[config.mk]
export PLATFORM = sky130hd
export DESIGN_NAME = odd_divisor_counter_unit
export DESIGN_NICKNAME = d
export VERILOG_FILES = /design/src/design/odc_pkg.sv /design/src/design/odc_div.sv /design/src/design/odd_divisor_counter_unit.sv
export VERILOG_INCLUDE_DIRS = /design/src /design/src/design
export SDC_FILE = /design/constraint.sdc
export NUM_CORES = 1
export LEC_CHECK = 0
export BUFFER_PORTS_ARGS = -buffer_cell sky130_fd_sc_hd__buf_2
export CAP_MARGIN = 10
export CORE_AREA = 8 8 311 253
export DETAILED_ROUTE_END_ITERATION = 6
export DIE_AREA = 0 0 319 261
export GPL_TIMING_DRIVEN = 0
export PLACE_DENSITY = 0.54
export SLEW_MARGIN = 20
export SYNTH_ARGS = -nofsm -noshare
export SYNTH_HDL_FRONTEND = slang
export SYNTH_SLANG_ARGS = --single-unit
[constraint.sdc]
create_clock -name clk -period 7.92 [get_ports clk]
set_input_delay 1.584 -clock clk [delete_from_list [all_inputs] [get_ports clk]]
set_output_delay 1.584 -clock clk [all_outputs]
set_load 0.03 [all_outputs]
[src/design/assert_macros.svh]
// Assertion macros shared by the odd divisor counter modules.
`ifndef ASSERT_MACROS_SVH
`define ASSERT_MACROS_SVH

`ifndef SYNTHESIS

// Condition must hold at every clock edge out of reset.
`define ASSERT_ALWAYS(LBL, CLK, RSTN, COND) \
  LBL: assert property (@(posedge CLK) disable iff (!(RSTN)) (COND)) \
    else $error("assertion failed: invariant violated");

// Consequent must hold in the same cycle as the antecedent.
`define ASSERT_IMPLIES(LBL, CLK, RSTN, ANTE, CONS) \
  LBL: assert property (@(posedge CLK) disable iff (!(RSTN)) (ANTE) |-> (CONS)) \
    else $error("assertion failed: same-cycle implication violated");

// Consequent must hold in the cycle after the antecedent.
`define ASSERT_NEXT(LBL, CLK, RSTN, ANTE, CONS) \
  LBL: assert property (@(posedge CLK) disable iff (!(RSTN)) (ANTE) |=> (CONS)) \
    else $error("assertion failed: next-cycle implication violated");

`else

`define ASSERT_ALWAYS(LBL, CLK, RSTN, COND)
`define ASSERT_IMPLIES(LBL, CLK, RSTN, ANTE, CONS)
`define ASSERT_NEXT(LBL, CLK, RSTN, ANTE, CONS)

`endif

`endif

[src/design/odc_pkg.sv]
// Constants shared by the odd divisor counter modules.
`default_nettype none

package odc_pkg;

  // Result count width and its saturation value
  localparam int unsigned CNT_W   = 16;
  localparam logic [CNT_W-1:0] CNT_MAX = {CNT_W{1'b1}};

  // Prime exponent counter: 3^41 exceeds any 64-bit value, so 7 bits hold e+1
  localparam int unsigned EXP_W   = 7;

  // Product of count and exponent factor before saturation
  localparam int unsigned PROD_W  = CNT_W + EXP_W;

endpackage

`default_nettype wire

[src/design/odc_div.sv]
// Shared restoring divider: one quotient bit per cycle, quotient and remainder held after done.
`default_nettype none
`include "assert_macros.svh"

module odc_div #(
  parameter int unsigned WIDTH = 50
) (
  input  wire logic             clk,
  input  wire logic             rst_n,
  input  wire logic             start,
  input  wire logic [WIDTH-1:0] dividend,
  input  wire logic [WIDTH-1:0] divisor,
  output logic                  done,
  output logic [WIDTH-1:0]      quotient,
  output logic [WIDTH-1:0]      remainder
);
  import odc_pkg::*;

  localparam int unsigned STEP_W = $clog2(WIDTH + 1);

  logic [WIDTH-1:0]  num_r, num_nxt;
  logic [WIDTH-1:0]  rem_r, rem_nxt;
  logic [WIDTH-1:0]  dvs_r, dvs_nxt;
  logic [STEP_W-1:0] step_r, step_nxt;
  logic              busy_r, busy_nxt;
  logic              done_r, done_nxt;

  logic [WIDTH:0]    trial;
  logic [WIDTH:0]    diff;
  logic              fits;

  // Shift in the next dividend bit and try the subtraction
  assign trial = {rem_r, num_r[WIDTH-1]};
  assign diff  = trial - {1'b0, dvs_r};
  assign fits  = (trial >= {1'b0, dvs_r});

  always_comb begin
    num_nxt  = num_r;
    rem_nxt  = rem_r;
    dvs_nxt  = dvs_r;
    step_nxt = step_r;
    busy_nxt = busy_r;
    done_nxt = 1'b0;
    if (start) begin
      // Load operands and begin a new division
      num_nxt  = dividend;
      rem_nxt  = '0;
      dvs_nxt  = divisor;
      step_nxt = STEP_W'(WIDTH);
      busy_nxt = 1'b1;
    end else if (busy_r) begin
      // Retire one quotient bit
      num_nxt  = {num_r[WIDTH-2:0], fits};
      rem_nxt  = fits ? diff[WIDTH-1:0] : trial[WIDTH-1:0];
      step_nxt = step_r - 1'b1;
      if (step_r == STEP_W'(1)) begin
        busy_nxt = 1'b0;
        done_nxt = 1'b1;
      end
    end
  end

  always_ff @(posedge clk) begin
    if (!rst_n) begin
      busy_r <= 1'b0;
      done_r <= 1'b0;
      step_r <= '0;
    end else begin
      busy_r <= busy_nxt;
      done_r <= done_nxt;
      step_r <= step_nxt;
    end
  end

  always_ff @(posedge clk) begin
    num_r <= num_nxt;
    rem_r <= rem_nxt;
    dvs_r <= dvs_nxt;
  end

  assign done      = done_r;
  assign quotient  = num_r;
  assign remainder = rem_r;

  `ASSERT_NEXT(a_start_busy, clk, rst_n, start, busy_r || done_r)
  `ASSERT_IMPLIES(a_done_idle, clk, rst_n, done_r, !busy_r)
  `ASSERT_IMPLIES(a_divisor_nonzero, clk, rst_n, busy_r, dvs_r != '0)

endmodule

`default_nettype wire

[src/design/odd_divisor_counter_unit.sv]
// Top level of the odd divisor counter: sequencer around the shared divider.
`default_nettype none
`include "assert_macros.svh"

// Counts the odd divisors of in_number_in (also the number of ways to write it as a sum
// of consecutive positive integers); zero gives 1. Pulse start while busy is low to hand
// in an item; busy stays high until the result appears on out_divisor_count for exactly
// one cycle with out_valid, which the receiver must take then, as it cannot stall the
// block. After the item is accepted, trailing zero bits are stripped one at a time, then
// trial divisions run in the shared restoring divider. One division runs for every
// odd candidate d = 3, 5, ... while d*d does not exceed the remaining odd part, plus one
// per prime factor found; the worst case is a large prime near 2^WIDTH. A new start is
// taken in the cycle the result is shown.
module odd_divisor_counter_unit #(
  parameter int unsigned WIDTH = 50
) (
  input  wire logic                       clk,
  input  wire logic                       rst_n,
  input  wire logic                       start,
  output logic                            busy,
  input  wire logic [WIDTH-1:0]           in_number_in,
  output logic                            out_valid,
  output logic [odc_pkg::CNT_W-1:0]       out_divisor_count
);
  import odc_pkg::*;

  localparam logic [1:0] S_IDLE  = 2'd0;
  localparam logic [1:0] S_STRIP = 2'd1;
  localparam logic [1:0] S_DIV   = 2'd2;

  logic [1:0]       state_r, state_nxt;
  logic [WIDTH-1:0] t_r, t_nxt;
  logic [WIDTH-1:0] d_r, d_nxt;
  logic [EXP_W-1:0] e_r, e_nxt;
  logic [CNT_W-1:0] cnt_r, cnt_nxt;
  logic             out_valid_r, out_valid_nxt;
  logic [CNT_W-1:0] out_cnt_r, out_cnt_nxt;

  logic             div_start;
  logic             div_done;
  logic [WIDTH-1:0] div_quot;
  logic [WIDTH-1:0] div_rem;

  logic [EXP_W-1:0]  factor;
  logic [PROD_W-1:0] prod;
  logic [CNT_W-1:0]  cnt_sat;

  // Shared divider: t / d for both the bound test and the remainder test
  odc_div #(
    .WIDTH (WIDTH)
  ) u_div (
    .clk       (clk),
    .rst_n     (rst_n),
    .start     (div_start),
    .dividend  (t_nxt),
    .divisor   (d_nxt),
    .done      (div_done),
    .quotient  (div_quot),
    .remainder (div_rem)
  );

  // Count update: e+1 when closing a prime power, 2 for a leftover prime
  assign factor  = (e_r == '0) ? EXP_W'(2) : (e_r + 1'b1);
  assign prod    = PROD_W'(cnt_r) * PROD_W'(factor);
  assign cnt_sat = (prod > PROD_W'(CNT_MAX)) ? CNT_MAX : prod[CNT_W-1:0];

  // Sequencer
  always_comb begin
    state_nxt     = state_r;
    t_nxt         = t_r;
    d_nxt         = d_r;
    e_nxt         = e_r;
    cnt_nxt       = cnt_r;
    out_valid_nxt = 1'b0;
    out_cnt_nxt   = out_cnt_r;
    div_start     = 1'b0;
    case (state_r)
      S_IDLE: begin
        if (start) begin
          t_nxt     = in_number_in;
          d_nxt     = WIDTH'(3);
          e_nxt     = '0;
          cnt_nxt   = CNT_W'(1);
          state_nxt = S_STRIP;
        end
      end
      S_STRIP: begin
        if (t_r == '0) begin
          // Zero has one odd divisor by convention
          out_valid_nxt = 1'b1;
          out_cnt_nxt   = CNT_W'(1);
          state_nxt     = S_IDLE;
        end else if (!t_r[0]) begin
          t_nxt = {1'b0, t_r[WIDTH-1:1]};
        end else begin
          div_start = 1'b1;
          state_nxt = S_DIV;
        end
      end
      S_DIV: begin
        if (div_done) begin
          if (e_r != '0) begin
            if (div_rem == '0) begin
              // Same prime divides again
              t_nxt     = div_quot;
              e_nxt     = e_r + 1'b1;
              div_start = 1'b1;
            end else begin
              // Close the prime power and move to the next candidate
              cnt_nxt   = cnt_sat;
              e_nxt     = '0;
              d_nxt     = d_r + WIDTH'(2);
              div_start = 1'b1;
            end
          end else if (d_r > div_quot) begin
            // d*d exceeds t: leftover above one is a prime
            out_valid_nxt = 1'b1;
            out_cnt_nxt   = (t_r > WIDTH'(1)) ? cnt_sat : cnt_r;
            state_nxt     = S_IDLE;
          end else if (div_rem == '0) begin
            t_nxt     = div_quot;
            e_nxt     = EXP_W'(1);
            div_start = 1'b1;
          end else begin
            d_nxt     = d_r + WIDTH'(2);
            div_start = 1'b1;
          end
        end
      end
      default: begin
        state_nxt = S_IDLE;
      end
    endcase
  end

  always_ff @(posedge clk) begin
    if (!rst_n) begin
      state_r     <= S_IDLE;
      out_valid_r <= 1'b0;
    end else begin
      state_r     <= state_nxt;
      out_valid_r <= out_valid_nxt;
    end
  end

  always_ff @(posedge clk) begin
    t_r       <= t_nxt;
    d_r       <= d_nxt;
    e_r       <= e_nxt;
    cnt_r     <= cnt_nxt;
    out_cnt_r <= out_cnt_nxt;
  end

  assign busy              = (state_r != S_IDLE);
  assign out_valid         = out_valid_r;
  assign out_divisor_count = out_cnt_r;

  `ASSERT_NEXT(a_accept_busy, clk, rst_n, start && !busy, busy)
  `ASSERT_IMPLIES(a_cand_odd, clk, rst_n, busy, d_r[0])
  `ASSERT_IMPLIES(a_result_idle, clk, rst_n, out_valid, !busy && (out_divisor_count != '0))
  `ASSERT_IMPLIES(a_div_owned, clk, rst_n, div_done, state_r == S_DIV)

endmodule

`default_nettype wire
==> impl_summary.md <==
Worst setup path
At the worst endpoint, the arrival time is 7.75 ns. The kind of end point of the critical path is a register. The cell with the largest stage delay on the worst path is sky130_fd_sc_hd__fa_1. The start point of the critical path is e_r[0]. The worst register-to-register path begins at e_r[0]. The data required time at the worst endpoint is 8.17 ns.

The critical path goes through inv_1 -> ha_1 -> and4b_1 -> nor2_2 -> clkbuf_1 -> and2_1 -> fa_1 -> fa_1 -> fa_1 -> inv_1 -> fa_1 -> inv_1 -> ha_1 -> a21oi_1 -> o21ai_0 -> o311ai_0 -> nand2_1 -> xnor2_1 -> o2111ai_1 -> nor4_1 -> and3b_1 -> buf_2 -> a31oi_1. By instance count, the cell type seen most on the critical path is sky130_fd_sc_hd__fa_1. By startpoint and endpoint, the worst setup path is classified as reg2reg. The register-to-register path setup slack is 0.42 ns. The cell family with the largest share of critical-path delay is adder cells. The critical path depth is 23. The depth of the most critical reg-to-reg path is 23. The capture point of the worst reg-to-reg path is out_divisor_count[3].

The number of buffer and inverter stages on the critical path is 5. STA classifies the critical path startpoint as a register. The peak fanout along the critical path is 10.

The end point of the critical path is out_divisor_count[3]. For this run, the slowest stage of the critical path takes 0.60 ns.

Final layout
Compared with the post-synthesis result, the final layout area differs by 13.4%. The number of fill cells is 7,759. Summing all flip-flop and latch instances after layout gives 7400 um^2.

The multi-input combinational cells in the finished layout cover a total of 13,100 um^2. Of the cells placed in the final design, the portion with a size suffix greater than 1 is 0.0874. The number of nets at the end of the flow is 2,923.

The number of diodes is 0. The most frequent standard cell in the layout excluding fill and tap cells is sky130_fd_sc_hd__nand2_1. Once layout is complete, the utilization of the core stands at 0.334. The final standard cell area without fillers is 24,700 um^2. The top cell types in the final layout, fill and taps aside, are sky130_fd_sc_hd__nand2_1, sky130_fd_sc_hd__inv_1, sky130_fd_sc_hd__nor2_1.

Logic synthesis
The synthesized design contains 139 enable-type register cells. After synthesis, the cell types taking the most area are sky130_fd_sc_hd__edfxtp_1, sky130_fd_sc_hd__dfxtp_1, sky130_fd_sc_hd__ha_1. The number of synthesized register bits is 300. The sequential area share after synthesis is 0.339. For this run, the leading register cell type out of synthesis is sky130_fd_sc_hd__dfxtp_1.

The total standard cell area after synthesis is 21,800 um^2. The cell accounting for the most synthesized area is sky130_fd_sc_hd__edfxtp_1. Counting flops with an async set or reset pin after synthesis yields a share of 0. The number of distinct library cells after synthesis is 80. A synthesized cell averages 8.60 um^2. The number of warnings reported in the yosys synthesis log is 0. Synthesis handed over a netlist of 2,537 instances. The share of synthesized area in the top cell type comes to 0.191. Synthesis produced a netlist with a net count of 2,810.

GRT
The largest net degree at the start of global routing is 50. The initial antenna violation count is 1. The overall track demand over capacity in global routing is 0.158. The via count of the first global-routing pass came to 17,982. The total overflow left after global routing is 0.

The global-route wire length before repair is 106 mm.

Floorplan
The row count is 90. Measured along the y axis, the die boundary spans 261 um. Measured along the x axis, the die boundary spans 319 um. The effective utilization at floorplan is 0.295. The full die area is 83,300 um^2. The core area is 74,100 um^2. The number of top-level pins is 71.

Place
The placed standard-cell area is 23,500 um^2. The post-DP HPWL is 51.4 mm. The count of input and output buffers is 69. The worst slack after detailed placement is 0.215 ns. The placer congestion estimate is 0.886.

Timing
Summed over all failing endpoints, the final setup total negative slack is 0 ns. Setup violations remaining at the end of the flow were counted as 0. Setup repair after global routing left no endpoint under its margin. The final-report hold violation count is 0. The number of slew-limit violations in the final report is 0. At the pin with the least slew margin, the transition time is 1.04 ns. The remaining max-slew budget at the tightest pin is 0.300. The final critical-path share of the clock period is 0.947. Setup slack on the critical path of the routed design comes to 0.416 ns. The worst setup skew after layout is 0.0202 ns. Derived from the worst setup path, the maximum achievable clock frequency is 133 MHz. The routed design could run at a clock period as short as 7.50 ns.

Routing
After detailed routing, the total wire length is 67.2 mm. The via count normalized by instance count is 5.18. The wire length per cell after detailed routing is 18.4 um. The overall via count from detail_route is 18,873. The length of the first detailed-routing pass in iterations is 6.

In this run the remaining antenna-violating nets after routing total 0. The number of DRC violations after detailed routing is 0. For this block, the initial DRC count from the detailed router was 1,755.

Hold path
The tightest min-delay check is of the reg2reg type.

Clock tree
Buffers inserted during clock tree synthesis total 37. Clock-pin slew was measured on the worst setup and hold paths at 0.06 ns. The deepest clock path buffer count is 3.

The clock tree from TritonCTS is built. The H-tree was split into 2 levels. For this design, the sink count on the clock tree is 300. Buffers inserted to repair hold after CTS numbered 0. For the worst-skew pair, the clock arrives at the later sink with an insertion delay of 0.56 ns. The clock tree root driver cell is sky130_fd_sc_hd__clkbuf_16.

Job
The tool flagged a number of max-cap violations equal to 0.

Status
The run finished with clean final reports.
-- cells by family after synthesis --
| kind of cell | Yosys count | synth area share |
|---|---|---|
| and+or+nand+nor | 859 | 0.186 |
| AOI/OAI and AO/OA | 637 | 0.188 |
| buffers and inverters | 352 | 0.0629 |
| DFF | 300 | 0.339 |
| adders and majority gates | 220 | 0.150 |
| xor gates and xnor gates | 111 | 0.0446 |
| muxes | 58 | 0.0295 |
-- cell usage after synthesis (all sizes together), types with 4 or more instances --
cell and n:
nand2b 18, a21o 30, mux2i 7, clkbuf 103
o211ai 9, nor2b 48, a21boi 7, o22ai 50
edfxtp 139, o21ai 160, a22o 14, a21oi 120
and2 38, nor4 37, o31ai 5, mux2 51
a221oi 50, a31oi 55, o21a 31, xor2 27
nor2 172, dfxtp 161, inv 220, or3 7
and4 4, nand3b 7, nand4 43, nand2 322
xnor2 84, nor3 86, a311oi 5, and3 19
ha 150, o21bai 9, fa 70, buf 26
a211oi 58, nand3 50
-- sequential cells by signal, indices dropped and copies added, names as in the netlist --
| signal | count |
|---|---|
| u_div.quotient | 50 |
| t_r | 50 |
| out_valid | 1 |
| state_r | 2 |
| u_div.remainder | 50 |
| u_div.dvs_r | 50 |
| e_r | 7 |
| u_div.done | 1 |
| u_div.busy_r | 1 |
| out_divisor_count | 16 |
| d_r | 50 |
| u_div.step_r | 6 |
| cnt_r | 16 |
-- worst min-delay path by stage --
stage,from,to,slack [ns],depth (start not counted)
global route,d_r[0],d_r[0],0.53,2
floorplan,d_r[0],d_r[0],0.43,2
global placement,d_r[0],d_r[0],0.47,2
finish,d_r[0],d_r[0],0.49,2
CTS,d_r[0],d_r[0],0.49,2
detailed placement,d_r[0],d_r[0],0.48,2
-- worst min-delay path: stages, from the launching register on --
cell and delay [ns]:
sky130_fd_sc_hd__dfxtp_1 0.30, sky130_fd_sc_hd__inv_1 0.05, sky130_fd_sc_hd__o21ai_0 0.10
-- layer usage --
layer / vias up / track usage / routed length (um)
met5: - / 0 / 0
met3: 84 / 0.0245 / 3880
met4: 0 / 0.0352 / 1220
met1: 8944 / 0.244 / 35000
met2: 546 / 0.227 / 27000
li1: 9299 / - / -
-- per-stage QoR --
step | hold slack, ns | cells
after floorplan | 0.432 | 2537
after global placement | 0.474 | 3572
after detailed placement | 0.477 | 3577
after CTS | 0.490 | 3644
after global routing | 0.529 | 3644
final | 0.495 | 3644
-- layout make-up --
class	instances	area share
plain buffers	130	0.0219
clock buffers	46	0.0392
clock inverters	21	0.00981
inverters	222	0.0337
multi-input cells	1885	0.530
flip-flops and latches	300	0.299
well taps	966	0.0489
repair buffers	74	0.0179
-- what timing repair did --
item | 4_1_cts | 5_1_grt
gates resized for setup | 0 | 8
buffers inserted | 0 | 0
endpoints found under the setup margin | 0 | 30
Power is not shown: default switching activity piles up to over one toggle a cycle in this logic, so the estimate is an artifact.
